[src/design/rpq_pkg.sv]
// Package for the ready priority queue: request codes, cell commands and
// the command group that the sequencer sends along the row of cells.
// No dependencies.
`default_nettype none

package rpq_pkg;

  // Request codes carried in s_axis_tuser
  localparam logic [2:0] MODE_INSERT = 3'd0;
  localparam logic [2:0] MODE_APPEND = 3'd1;
  localparam logic [2:0] MODE_POP    = 3'd2;
  localparam logic [2:0] MODE_PEEK   = 3'd3;
  localparam logic [2:0] MODE_SETRDY = 3'd4;

  // Cell operations
  localparam logic [2:0] OP_HOLD   = 3'd0;
  localparam logic [2:0] OP_SCAN   = 3'd1;
  localparam logic [2:0] OP_INSERT = 3'd2;
  localparam logic [2:0] OP_REMOVE = 3'd3;
  localparam logic [2:0] OP_SETRDY = 3'd4;
  localparam logic [2:0] OP_DONE   = 3'd5;

  // What stops the search token in a valid cell
  localparam logic [1:0] MK_NONE  = 2'd0;
  localparam logic [1:0] MK_LOWER = 2'd1;
  localparam logic [1:0] MK_READY = 2'd2;
  localparam logic [1:0] MK_ID    = 2'd3;

  typedef struct packed {
    logic [2:0] op;
    logic [1:0] kind;
    logic       req_rdy;
  } cell_cmd_t;

endpackage

`default_nettype wire

[src/design/rpq_cell.sv]
// One queue cell: holds an entry and the search token, and shifts its
// entry to or from its neighbours. Depends on rpq_pkg.
`default_nettype none

module rpq_cell #(
  parameter int ID_BITS       = 8,
  parameter int PRIORITY_BITS = 3
) (
  input  wire                       clk,
  input  wire                       rst,
  input  rpq_pkg::cell_cmd_t        cmd,
  input  wire [ID_BITS-1:0]         req_id,
  input  wire [PRIORITY_BITS-1:0]   req_prio,
  input  wire                       left_valid,
  input  wire [ID_BITS-1:0]         left_id,
  input  wire [PRIORITY_BITS-1:0]   left_prio,
  input  wire                       left_rdy,
  input  wire                       left_passed,
  input  wire                       left_pass,
  input  wire                       right_valid,
  input  wire [ID_BITS-1:0]         right_id,
  input  wire [PRIORITY_BITS-1:0]   right_prio,
  input  wire                       right_rdy,
  output logic                      valid,
  output logic [ID_BITS-1:0]        id,
  output logic [PRIORITY_BITS-1:0]  prio,
  output logic                      rdy,
  output logic                      passed,
  output logic                      pass_out,
  output logic                      tok,
  output logic                      hit,
  output logic                      found
);

  logic                     match;
  logic                     valid_next;
  logic [ID_BITS-1:0]       id_next;
  logic [PRIORITY_BITS-1:0] prio_next;
  logic                     rdy_next;
  logic                     tok_next;
  logic                     passed_next;

  always_comb begin
    case (cmd.kind)
      rpq_pkg::MK_LOWER: match = (prio < req_prio);
      rpq_pkg::MK_READY: match = rdy;
      rpq_pkg::MK_ID:    match = (id == req_id);
      default:           match = 1'b0;
    endcase
  end

  // token halts at a match or at the first empty cell
  assign hit      = tok & (~valid | match);
  assign found    = tok & valid & match;
  assign pass_out = tok & ~hit;

  always_comb begin
    valid_next  = valid;
    id_next     = id;
    prio_next   = prio;
    rdy_next    = rdy;
    tok_next    = tok;
    passed_next = passed;
    unique case (cmd.op)
      rpq_pkg::OP_HOLD: begin
      end
      rpq_pkg::OP_SCAN: begin
        tok_next    = hit | left_pass;
        passed_next = passed | pass_out;
      end
      rpq_pkg::OP_INSERT: begin
        if (!passed) begin
          if (left_passed) begin
            valid_next = 1'b1;
            id_next    = req_id;
            prio_next  = req_prio;
            rdy_next   = cmd.req_rdy;
          end else begin
            valid_next = left_valid;
            id_next    = left_id;
            prio_next  = left_prio;
            rdy_next   = left_rdy;
          end
        end
        tok_next    = 1'b0;
        passed_next = 1'b0;
      end
      rpq_pkg::OP_REMOVE: begin
        if (!passed) begin
          valid_next = right_valid;
          id_next    = right_id;
          prio_next  = right_prio;
          rdy_next   = right_rdy;
        end
        tok_next    = 1'b0;
        passed_next = 1'b0;
      end
      rpq_pkg::OP_SETRDY: begin
        if (tok) begin
          rdy_next = cmd.req_rdy;
        end
        tok_next    = 1'b0;
        passed_next = 1'b0;
      end
      rpq_pkg::OP_DONE: begin
        tok_next    = 1'b0;
        passed_next = 1'b0;
      end
      default: begin
      end
    endcase
  end

  always_ff @(posedge clk) begin
    if (rst) begin
      valid  <= 1'b0;
      rdy    <= 1'b0;
      tok    <= 1'b0;
      passed <= 1'b0;
    end else begin
      valid  <= valid_next;
      rdy    <= rdy_next;
      tok    <= tok_next;
      passed <= passed_next;
    end
  end

  always_ff @(posedge clk) begin
    id   <= id_next;
    prio <= prio_next;
  end

endmodule

`default_nettype wire

[src/design/ready_priority_queue.sv]
// Ready priority queue for a thread scheduler: sequencer and row of cells.
// Depends on rpq_pkg and rpq_cell.
//
// Usage
//   Requests arrive as beats on the s_axis channel: the request code in
//   tuser, thread id, priority and ready flag in tdata. Each request gives
//   exactly one result beat on m_axis: found, id, priority, overflow flag and
//   the occupancy after the request.
//   A request walks a search token down the row of cells, one cell a cycle,
//   from the head to the insertion point, the first ready entry or the first
//   entry with the given id. The token walk sets the cost: the further the
//   target sits from the head (at the occupancy when nothing matches), the
//   longer the request takes. Then the cells shift or update, and then the
//   result register loads. A push into a full queue and an unknown code skip
//   the walk and the cell update. The next beat is taken in the cycle after
//   the result is loaded.
//   The result register parts the two sides: a new request is accepted while
//   an earlier result still waits; if the receiver stalls, the finished
//   result waits in the sequencer and s_axis_tready stays low until it moves.
//   Reset empties the queue and clears every ready flag at once.
`default_nettype none

module ready_priority_queue #(
  parameter int QUEUE_DEPTH   = 16,
  parameter int ID_BITS       = 8,
  parameter int PRIORITY_BITS = 3,
  localparam int CNT_W        = $clog2(QUEUE_DEPTH + 1),
  localparam int IN_W         = ID_BITS + PRIORITY_BITS + 1,
  localparam int IN_DATA_W    = ((IN_W + 7) / 8) * 8,
  localparam int OUT_W        = ID_BITS + PRIORITY_BITS + 2 + CNT_W,
  localparam int OUT_DATA_W   = ((OUT_W + 7) / 8) * 8
) (
  input  wire                   clk,
  input  wire                   rst,
  input  wire                   s_axis_tvalid,
  output logic                  s_axis_tready,
  // thread_id, priority_req, ready_req (lowest bit up), zero padded
  input  wire [IN_DATA_W-1:0]   s_axis_tdata,
  // mode
  input  wire [2:0]             s_axis_tuser,
  output logic                  m_axis_tvalid,
  input  wire                   m_axis_tready,
  // found, out_thread_id, out_priority, overflow, occupancy (lowest bit up)
  output logic [OUT_DATA_W-1:0] m_axis_tdata
);

  localparam logic [1:0] ST_IDLE  = 2'd0;
  localparam logic [1:0] ST_SCAN  = 2'd1;
  localparam logic [1:0] ST_APPLY = 2'd2;
  localparam logic [1:0] ST_DONE  = 2'd3;

  logic [1:0]               state;
  logic [CNT_W-1:0]         count;
  logic [2:0]               mode_q;
  logic [ID_BITS-1:0]       id_q;
  logic [PRIORITY_BITS-1:0] prio_q;
  logic                     rdy_q;
  logic                     res_found;
  logic [ID_BITS-1:0]       res_id;
  logic [PRIORITY_BITS-1:0] res_prio;
  logic                     res_ovf;
  logic                     m_found;
  logic [ID_BITS-1:0]       m_id;
  logic [PRIORITY_BITS-1:0] m_prio;
  logic                     m_ovf;
  logic [CNT_W-1:0]         m_occ;

  rpq_pkg::cell_cmd_t       cmd;
  logic                     start;
  logic                     in_beat;
  logic                     in_push;
  logic                     is_full;
  logic                     out_free;

  logic                     c_valid  [QUEUE_DEPTH];
  logic [ID_BITS-1:0]       c_id     [QUEUE_DEPTH];
  logic [PRIORITY_BITS-1:0] c_prio   [QUEUE_DEPTH];
  logic                     c_rdy    [QUEUE_DEPTH];
  logic                     c_passed [QUEUE_DEPTH];
  logic                     c_pass   [QUEUE_DEPTH];
  logic                     c_tok    [QUEUE_DEPTH];
  logic                     c_hit    [QUEUE_DEPTH];
  logic                     c_found  [QUEUE_DEPTH];
  logic [QUEUE_DEPTH-1:0]   tok_vec;
  logic [QUEUE_DEPTH-1:0]   valid_vec;

  logic                     any_hit;
  logic                     any_found;
  logic                     any_tok;
  logic [ID_BITS-1:0]       sel_id;
  logic [PRIORITY_BITS-1:0] sel_prio;

  assign s_axis_tready = (state == ST_IDLE);
  assign in_beat       = s_axis_tvalid & s_axis_tready;
  assign is_full       = (count == CNT_W'(QUEUE_DEPTH));
  assign out_free      = ~m_axis_tvalid | m_axis_tready;
  assign in_push       = (s_axis_tuser == rpq_pkg::MODE_INSERT) ||
                         (s_axis_tuser == rpq_pkg::MODE_APPEND);

  // Row of cells: head at index 0, new entries come in from the left
  for (genvar i = 0; i < QUEUE_DEPTH; i++) begin : g_cell
    logic                     l_valid;
    logic [ID_BITS-1:0]       l_id;
    logic [PRIORITY_BITS-1:0] l_prio;
    logic                     l_rdy;
    logic                     l_passed;
    logic                     l_pass;
    logic                     r_valid;
    logic [ID_BITS-1:0]       r_id;
    logic [PRIORITY_BITS-1:0] r_prio;
    logic                     r_rdy;

    if (i == 0) begin : g_head
      assign l_valid  = 1'b0;
      assign l_id     = '0;
      assign l_prio   = '0;
      assign l_rdy    = 1'b0;
      assign l_passed = 1'b1;
      assign l_pass   = start;
    end else begin : g_mid
      assign l_valid  = c_valid[i-1];
      assign l_id     = c_id[i-1];
      assign l_prio   = c_prio[i-1];
      assign l_rdy    = c_rdy[i-1];
      assign l_passed = c_passed[i-1];
      assign l_pass   = c_pass[i-1];
    end

    if (i == QUEUE_DEPTH - 1) begin : g_tail
      assign r_valid = 1'b0;
      assign r_id    = '0;
      assign r_prio  = '0;
      assign r_rdy   = 1'b0;
    end else begin : g_body
      assign r_valid = c_valid[i+1];
      assign r_id    = c_id[i+1];
      assign r_prio  = c_prio[i+1];
      assign r_rdy   = c_rdy[i+1];
    end

    rpq_cell #(
      .ID_BITS       (ID_BITS),
      .PRIORITY_BITS (PRIORITY_BITS)
    ) u_cell (
      .clk         (clk),
      .rst         (rst),
      .cmd         (cmd),
      .req_id      (id_q),
      .req_prio    (prio_q),
      .left_valid  (l_valid),
      .left_id     (l_id),
      .left_prio   (l_prio),
      .left_rdy    (l_rdy),
      .left_passed (l_passed),
      .left_pass   (l_pass),
      .right_valid (r_valid),
      .right_id    (r_id),
      .right_prio  (r_prio),
      .right_rdy   (r_rdy),
      .valid       (c_valid[i]),
      .id          (c_id[i]),
      .prio        (c_prio[i]),
      .rdy         (c_rdy[i]),
      .passed      (c_passed[i]),
      .pass_out    (c_pass[i]),
      .tok         (c_tok[i]),
      .hit         (c_hit[i]),
      .found       (c_found[i])
    );

    assign tok_vec[i]   = c_tok[i];
    assign valid_vec[i] = c_valid[i];
  end

  // Gather status from the cell holding the token (at most one)
  always_comb begin
    any_hit   = 1'b0;
    any_found = 1'b0;
    any_tok   = 1'b0;
    sel_id    = '0;
    sel_prio  = '0;
    for (int i = 0; i < QUEUE_DEPTH; i++) begin
      any_hit   = any_hit | c_hit[i];
      any_found = any_found | c_found[i];
      any_tok   = any_tok | c_tok[i];
      sel_id    = sel_id | ({ID_BITS{c_found[i]}} & c_id[i]);
      sel_prio  = sel_prio | ({PRIORITY_BITS{c_found[i]}} & c_prio[i]);
    end
  end

  // Drive the cell command for the current phase
  always_comb begin
    start       = 1'b0;
    cmd.op      = rpq_pkg::OP_HOLD;
    cmd.req_rdy = rdy_q;
    unique case (mode_q) inside
      rpq_pkg::MODE_INSERT:                  cmd.kind = rpq_pkg::MK_LOWER;
      rpq_pkg::MODE_POP, rpq_pkg::MODE_PEEK: cmd.kind = rpq_pkg::MK_READY;
      rpq_pkg::MODE_SETRDY:                  cmd.kind = rpq_pkg::MK_ID;
      default:                               cmd.kind = rpq_pkg::MK_NONE;
    endcase
    unique case (state)
      ST_IDLE: begin
        if (in_beat) begin
          unique case (s_axis_tuser) inside
            rpq_pkg::MODE_INSERT, rpq_pkg::MODE_APPEND: begin
              if (!is_full) begin
                start  = 1'b1;
                cmd.op = rpq_pkg::OP_SCAN;
              end
            end
            rpq_pkg::MODE_POP, rpq_pkg::MODE_PEEK, rpq_pkg::MODE_SETRDY: begin
              start  = 1'b1;
              cmd.op = rpq_pkg::OP_SCAN;
            end
            default: begin
            end
          endcase
        end
      end
      ST_SCAN: begin
        cmd.op = rpq_pkg::OP_SCAN;
      end
      ST_APPLY: begin
        unique case (mode_q) inside
          rpq_pkg::MODE_INSERT, rpq_pkg::MODE_APPEND: cmd.op = rpq_pkg::OP_INSERT;
          rpq_pkg::MODE_POP:
            cmd.op = res_found ? rpq_pkg::OP_REMOVE : rpq_pkg::OP_DONE;
          rpq_pkg::MODE_SETRDY:
            cmd.op = res_found ? rpq_pkg::OP_SETRDY : rpq_pkg::OP_DONE;
          default: cmd.op = rpq_pkg::OP_DONE;
        endcase
      end
      ST_DONE: begin
      end
      default: begin
      end
    endcase
  end

  // Sequencer control
  always_ff @(posedge clk) begin
    if (rst) begin
      state         <= ST_IDLE;
      count         <= '0;
      m_axis_tvalid <= 1'b0;
    end else begin
      // raise valid as the result loads, drop it once the beat is taken
      if (state == ST_DONE && out_free) begin
        m_axis_tvalid <= 1'b1;
      end else if (m_axis_tready) begin
        m_axis_tvalid <= 1'b0;
      end
      unique case (state)
        ST_IDLE: begin
          if (in_beat) begin
            state <= start ? ST_SCAN : ST_DONE;
          end
        end
        ST_SCAN: begin
          // halt at the token's stop, or when it has run off the tail
          if (any_hit || !any_tok) begin
            state <= ST_APPLY;
          end
        end
        ST_APPLY: begin
          if (cmd.op == rpq_pkg::OP_INSERT) begin
            count <= count + CNT_W'(1);
          end else if (cmd.op == rpq_pkg::OP_REMOVE) begin
            count <= count - CNT_W'(1);
          end
          state <= ST_DONE;
        end
        ST_DONE: begin
          if (out_free) begin
            state <= ST_IDLE;
          end
        end
        default: begin
          state <= ST_IDLE;
        end
      endcase
    end
  end

  // Request and result payload
  always_ff @(posedge clk) begin
    if (in_beat) begin
      mode_q    <= s_axis_tuser;
      id_q      <= s_axis_tdata[ID_BITS-1:0];
      prio_q    <= s_axis_tdata[ID_BITS +: PRIORITY_BITS];
      rdy_q     <= s_axis_tdata[ID_BITS + PRIORITY_BITS];
      res_found <= 1'b0;
      res_id    <= '0;
      res_prio  <= '0;
      res_ovf   <= in_push & is_full;
    end
    if (state == ST_SCAN && (any_hit || !any_tok)) begin
      // an insert stopping at a lower entry reports nothing found
      if (mode_q != rpq_pkg::MODE_INSERT) begin
        res_found <= any_found;
      end
      if (mode_q == rpq_pkg::MODE_POP || mode_q == rpq_pkg::MODE_PEEK) begin
        res_id   <= sel_id;
        res_prio <= sel_prio;
      end
    end
    if (state == ST_DONE && out_free) begin
      m_found <= res_found;
      m_id    <= res_id;
      m_prio  <= res_prio;
      m_ovf   <= res_ovf;
      m_occ   <= count;
    end
  end

  assign m_axis_tdata = OUT_DATA_W'({m_occ, m_ovf, m_prio, m_id, m_found});

  // Checks
  a_count_bound: assert property (@(posedge clk) disable iff (rst)
    count <= CNT_W'(QUEUE_DEPTH))
    else $error("occupancy beyond queue depth");

  a_token_single: assert property (@(posedge clk) disable iff (rst)
    $onehot0(tok_vec))
    else $error("more than one search token in the row");

  a_idle_no_token: assert property (@(posedge clk) disable iff (rst)
    (state == ST_IDLE) |-> (tok_vec == '0))
    else $error("search token left behind after a request");

  a_fill_matches_count: assert property (@(posedge clk) disable iff (rst)
    (state == ST_IDLE) |-> ($countones(valid_vec) == int'(count)))
    else $error("filled cells disagree with occupancy");

  a_remove_nonempty: assert property (@(posedge clk) disable iff (rst)
    (state == ST_APPLY && cmd.op == rpq_pkg::OP_REMOVE) |-> (count != '0))
    else $error("removal from an empty queue");

  a_overflow_full: assert property (@(posedge clk) disable iff (rst)
    (m_axis_tvalid && m_ovf) |-> (m_occ == CNT_W'(QUEUE_DEPTH)))
    else $error("overflow reported while the queue had room");

endmodule

`default_nettype wire

[config.mk]
export PLATFORM = sky130hd
export DESIGN_NAME = ready_priority_queue
export DESIGN_NICKNAME = d
export VERILOG_FILES = /design/src/design/rpq_pkg.sv /design/src/design/rpq_cell.sv /design/src/design/ready_priority_queue.sv
export SDC_FILE = /design/constraint.sdc
export NUM_CORES = 1
export LEC_CHECK = 0
export ABC_CLOCK_PERIOD_IN_PS = 4800
export BUFFER_PORTS_ARGS = -buffer_cell sky130_fd_sc_hd__buf_2
export CAP_MARGIN = 30
export CORE_ASPECT_RATIO = 1.75
export CORE_UTILIZATION = 30
export DETAILED_ROUTE_END_ITERATION = 10
export GPL_TIMING_DRIVEN = 0
export PLACE_DENSITY = 0.5
export RECOVER_POWER = 25
export SLEW_MARGIN = 10
export SYNTH_ARGS = -nofsm -noshare
export SYNTH_HDL_FRONTEND = slang
export SYNTH_SLANG_ARGS = --single-unit
export TNS_END_PERCENT = 10
[constraint.sdc]
create_clock -name clk -period 4.8 [get_ports clk]
set_input_delay 0.72 -clock clk [delete_from_list [all_inputs] [get_ports clk]]
set_output_delay 0.72 -clock clk [all_outputs]
set_load 0.01 [all_outputs]
Word-level counts from Yosys, hierarchy flattened
Index checks and enable logic that the tools add are counted.

storage, ports and cells
  output and inout port bits = 26
  input port bits = 23
  logic and storage cells = 870
  flip-flop bits (word level) = 294

cells by class
  equality and inequality tests = 87
  multiplexer cells = 345
  reduce and logical (&&, ||, !) cells = 53
  bitwise gates (word level) = 255
  add/sub/neg operators = 2
  order comparisons = 16

operators by type and width
  operator                                        count
  2-to-1 mux 8 bit                                50
  case mux 8 bit (2 select lines)                 16
  2-to-1 mux 3 bit                                51
  bitwise AND 8 bit                               16
  == test 8 bit                                   16
  2-to-1 mux 1 bit                                120
  OR 8 bit                                        15
  case mux 1 bit (2 select lines)                 50
  case mux 1 bit (3 select lines)                 32
  case mux 3 bit (2 select lines)                 16
  OR 1 bit                                        94
  != test 2 bit (second input constant)           34
  bitwise AND 1 bit                               66
  AND reduction 4 bit                             16
  AND reduction 3 bit                             17
  bitwise AND 3 bit                               16
  < comparator 3 bit                              16
  OR 3 bit                                        15
  != test 2 x 1 -> 1 bit (second input constant)  17
  inverter 1 bit                                  33
  == test 3 x 2 -> 1 bit (second input constant)  6
  case mux 3 bit (3 select lines)                 2
  == test 3 bit (second input constant)           4
  2-to-1 mux 5 bit                                2
  other kinds (20)                                38

Longest topological paths before layout
  depth in word-level cells = 25
  mapped depth = 16
  mapped depth without buffers = 15

Modules after synthesis
Synthesis repeated with hierarchy kept, for this count alone.

unflattened totals
  cells, all modules = 2089
  area total of the unflattened synthesis = 19743.9 um2

by module, submodules not included
  module                times used  area an instance (um2)  sequential area each (um2)  cells each
  rpq_cell              16          1033.5                  410.4                       111
  ready_priority_queue  1           3208.1                  1421.4                      313

Worst setup path before layout
No wires, ideal clock.

  kind = reg-to-reg
  start = reg state[1]
  end = reg count[4]
  required time = 4.730 ns
  setup time = 0.070 ns
  cell stages (with the launch flop) = 16
  clock period less this slack = 3.268 ns
  path slack = 1.532 ns
  path buffers = 4
  arrival time = 3.197 ns
  path through = dfxtp_1 ha_1 clkbuf_1 nor2b_1 nand2_1 clkbuf_1 clkbuf_1 clkbuf_1 nor2_1 fa_1 inv_1 a21o_1 a21oi_1 xor2_1 or3_1 a21oi_1

on the way
  longest elaborated chain between the ends = 7
  elaborated cells on any way between the ends = 11
  those cells by class = eq/ne: 4; mux: 3; bitwise: 1; reduce/logical: 3

ends and longest elaborated chain
  what                                       RTL line                                                  RTL
  start: declaration                         ready_priority_queue.sv:52                                logic [1:0] state;
  start signal: assignment                   ready_priority_queue.sv:257                               state <= start ? ST_SCAN : ST_DONE;
  zero test 2 bit                            ready_priority_queue.sv:93, ready_priority_queue.sv:202
  bitwise AND 1 bit                          ready_priority_queue.sv:94                                assign in_beat = s_axis_tvalid & s_axis_tready;
  2-to-1 mux 1 bit                           ready_priority_queue.sv:204                               if (in_beat) begin
  case mux 3 bit (3 select lines)            ready_priority_queue.sv:202                               unique case (state)
  == test 3 x 2 -> 1 bit (on tied branches)  ready_priority_queue.sv:267, ready_priority_queue.sv:269
  nonzero test 2 bit (no source line)        n/a
  AND reduction 2 bit (no source line)       n/a
  end signal: assignment                     ready_priority_queue.sv:268                               count <= count + CNT_W'(1);
  end signal: assignment                     ready_priority_queue.sv:270                               count <= count - CNT_W'(1);
  end: declaration                           ready_priority_queue.sv:53                                logic [CNT_W-1:0] count;

Several ways; a longest one is shown, not always the timed one.
A chain may end at the register's enable or synchronous reset.

Final worst setup path
  start = reg prio_q[1]
  end = reg res_id[6]

on the way
  longest elaborated chain between the ends = 22
  elaborated cells on any way between the ends = 130
  those cells by class = order compare: 16; mux: 18; bitwise: 94; reduce/logical: 2

ends and longest elaborated chain
  what                             RTL line                     RTL
  start: declaration               ready_priority_queue.sv:56   logic [PRIORITY_BITS-1:0] prio_q;
  start signal: assignment         ready_priority_queue.sv:291  prio_q <= s_axis_tdata[ID_BITS +: PRIORITY_BITS];
  < comparator 3 bit               rpq_cell.sv:45               rpq_pkg::MK_LOWER: match = (prio < req_prio);
  case mux 1 bit (3 select lines)  rpq_cell.sv:44               case (cmd.kind)
  OR 1 bit                         rpq_cell.sv:53               assign hit = tok & (~valid | match);
  bitwise AND 1 bit                rpq_cell.sv:53
  OR 1 bit (15 in series)          ready_priority_queue.sv:183  any_hit = any_hit | c_hit[i];
  logical OR 1 bit                 ready_priority_queue.sv:298  if (state == ST_SCAN && (any_hit || !any_tok)) begin
  logical AND 1 bit                ready_priority_queue.sv:298
  2-to-1 mux 8 bit *               ready_priority_queue.sv:298
  end signal: assignment           ready_priority_queue.sv:304  res_id <= sel_id;
  end: declaration                 ready_priority_queue.sv:59   logic [ID_BITS-1:0] res_id;

Mark *: on every way between the ends. The rest lies on a longest branch, timed or not.

==> run_results.csv <==
group,metric,value,unit
power_and_ir_drop,power_frac_seq,42.2,%
timing,slew-limit-headroom,11.6,%
final_layout,most-common-layout-cells,"277 x nand2_1, 210 x edfxtp_1, 203 x o21ai_0",
die,initial_core_util,30.4,%
timing,hold_violations,0,
timing,clock_skew,40.3,ps
detailed_routing,routed_via_density,5.70,
global_route,grt_overflow,0,
global_route,grt_first_pass_wirelength,116000,microns
detailed_routing,post_drt_wl_per_cell,29.6,microns
run_status,outcome,"finished, final reports clean",
worst_setup_path,crit_required,5270,ps
clock_network,clk_pin_slew_worst_paths,60,ps
placement,port-buffer-count,37,
detailed_routing,final_antenna_net_count,0,
timing,fin_crit,4740,ps
logic_synthesis,synth_edf_count,210,
final_layout,postLayoutCellArea,20300,sq um
final_layout,layout-drive-gt1-share,9.16,%
final_layout,diodes,0,
power_and_ir_drop,leakage,6.61,nW
power_and_ir_drop,power_density,413,nW/um^2
final_layout,num-nets-final,2026,
logic_synthesis,synth_seq_cells,294,
clock_network,cts_root_buf,"clkbuf_16",
final_layout,final_common_cell,"nand2_1",
global_route,gr-usage-all-layers,26.5,%
logic_synthesis,synthArstFlopShare,0,%
power_and_ir_drop,switching_share,37.9,%
worst_hold_path,worstHoldPathCells,1,
detailed_routing,route.detailed.drc,0,
timing,fmax,0.211,GHz
logic_synthesis,yosysWarnings,0,
power_and_ir_drop,peakVddDrop,215,uV
worst_hold_path,worstHoldPathType,"in2reg",
logic_synthesis,synth_area_per_cell,9.59,sq um
power_and_ir_drop,p_int,5.20,mW
placement,globalplace.congestion,0.977,
die,die_area,60800,sq um
detailed_routing,vias,15800,
logic_synthesis,syn_area,17900,sq um
logic_synthesis,synth_cell_types,65,
worst_setup_path,reg2reg_depth,11,
detailed_routing,drtIter0Drc,1441,
worst_setup_path,crit_path_end_kind,"flip-flop",
logic_synthesis,ys.flop_type,"edfxtp_1",
placement,post_dp_cell_area,19300,sq um
die,num_rows,118,
detailed_routing,routed_wl,82000,microns
worst_setup_path,start_kind,"flip-flop",
clock_network,htreeDepth,1,
clock_network,insertion_delay,630,ps
die,pin_count,49,
flow_run,cap_violations,0,
detailed_routing,first_pass_iters,6,
die,die_h,325,microns
global_route,antenna_found_initial,1,
power_and_ir_drop,power,8.37,mW
power_and_ir_drop,clkPwrFrac,29.5,%
timing,tightest_slew,1320,ps
power_and_ir_drop,switchingPower,3.17,mW
timing,fin_crit_sh,98.6,%
worst_setup_path,worstSetupPathType,"reg2reg",
clock_network,cts_made_buffers,30,
timing,drv_slew,0,
worst_setup_path,cp_max_fo,17,
clock_network,postCtsSetupBuffers,0,
power_and_ir_drop,combPwrFrac,28.3,%
logic_synthesis,synth_cells,1870,
timing,rsz0062_at_grt,"yes",
placement,dp_hpwl,64200,microns
final_layout,area_growth,12.9,%
global_route,grt_max_degree,18,
worst_setup_path,cp.arrival,5210,ps
clock_network,cts_tree,"built",
logic_synthesis,yosysSeqAreaShare,44.5,%
timing,setup_violations,0,
die,die_w,187,microns
die,coreArea,59100,sq um
clock_network,clockBufferDepth,3,
clock_network,cts.sinks,294,
global_route,grt_pass1_vias,16100,
[final timing paths]
kind	from	end	slack [ps]
worst max-delay path	prio_q[1]$_DFFE_PP_	res_id[6]$_DFF_P_	60
worst min-delay path	s_axis_tdata[8]	prio_q[0]$_DFFE_PP_	270
worst max register to register	prio_q[1]$_DFFE_PP_	res_id[6]$_DFF_P_	60
worst min register to register	res_id[7]$_DFF_P_	m_id[7]$_DFFE_PP_	430
[repair_timing]
item                                    in CTS  in global routing
hold buffers                                 0                  0
endpoints found under the hold margin        0                  0
resized for setup                            8                  3
endpoints found under the setup margin      10                  6
[cells by family after synthesis]
group | synth area share, %
adder cells (fa/ha/maj) | 2.83
flip-flops | 44.5
multiplexers | 10.3
buffers and inverters | 5.60
other | 0.0209
AO/OA/AOI/OAI | 16.5
XOR/XNOR | 6.45
AND/OR/NAND/NOR | 13.7
[power groups by stage]
stage                     logic (mW)  registers (mW)  clock network [mW]
after floorplan                 1.47            3.36                   0
after CTS                       2.34            3.51                2.50
after detailed placement        2.33            3.57                   0
after global placement          2.25            3.57                   0
final                           2.37            3.53                2.47
after global routing            2.54            3.54                2.57
[cell usage after synthesis (all sizes together), types with 2 or more instances]
| library cell | count | area, sq um |
|---|---|---|
| nor2b | 20 | 125 |
| xnor2 | 71 | 622 |
| o21ai | 203 | 1020 |
| o211ai | 20 | 150 |
| a221oi | 28 | 245 |
| a2111oi | 2 | 36.3 |
| or3 | 13 | 81.3 |
| o32a | 6 | 60.1 |
| a32oi | 2 | 17.5 |
| nand3 | 29 | 145 |
| and3 | 5 | 31.3 |
| inv | 40 | 150 |
| a31oi | 15 | 93.8 |
| nor4 | 36 | 240 |
| dfxtp | 84 | 1680 |
| a22o | 3 | 27.5 |
| nand2 | 277 | 1040 |
| o31ai | 4 | 30.0 |
| or3b | 13 | 114 |
| nand4 | 15 | 93.8 |
| edfxtp | 210 | 6310 |
| a21o | 4 | 30.0 |
| buf | 75 | 517 |
| ha | 39 | 488 |
| clkbuf | 90 | 338 |
| nor3b | 8 | 65.1 |
| or4 | 3 | 22.5 |
| mux2i | 185 | 1850 |
| nor2 | 111 | 419 |
| and2 | 2 | 12.5 |
| o211a | 5 | 50.1 |
| xor2 | 61 | 534 |
| a211oi | 2 | 20.0 |
| a22oi | 99 | 762 |
| nor3 | 8 | 45.0 |
| o31a | 2 | 17.5 |
| a21oi | 67 | 339 |
[routing by layer]
layer  share of wire (%)  GRT usage (%)  vias to the layer above
met5               0.016              0                        -
met4                  12           27.0                        2
li1                    -              -                     6982
met1                  32           25.1                     7660
met2                  51           48.0                      790
met3                 5.5           3.58                      345
[cell type report]
class                           count  area [sq um]
Fill cell                        6107         38800
Multi-Input combinational cell   1376          9010
Sequential cell                   294          7990
Tap cell                          780           976
Clock buffer                       43           865
Buffer                            164           856
Timing Repair Buffer               57           283
Inverter                           40           150
Clock inverter                     13           128
[worst max-delay path, stage by stage, from the launching register on]
cell and delay, ps:
edfxtp_1 610, clkbuf_1 530, inv_1 560, ha_1 470, o211ai_1 80, a22oi_1 270, a21oi_1 180, clkbuf_1 390
a22oi_1 490, nand4_1 190, nor3_1 610, mux2i_1 180
[registers in the layout, indices dropped and copies added, names as in the netlist, 5 cells and up]
signal and cells:
count 5, g_cell.u_cell.id 128, g_cell.u_cell.passed 16, g_cell.u_cell.prio 48, g_cell.u_cell.rdy 16, g_cell.u_cell.tok 16, g_cell.u_cell.valid 16, id_q 8
m_id 8, m_occ 5, res_id 8
[per-stage QoR]
step	hold slack, ps	std cells	util (%)	setup WS [ps]	TNS (ps)
6_report	269	2767	34.3	65.0	0
2_1_floorplan	400	1875	-	1530	0
4_1_cts	249	2765	34.4	60.6	0
3_3_place_gp	408	2692	32.4	-456	-2080
3_5_place_dp	417	2709	32.6	-253	-1320
5_1_grt	262	2767	34.3	-67.3	-130
Note: power is estimated with default switching activity, not from simulation.
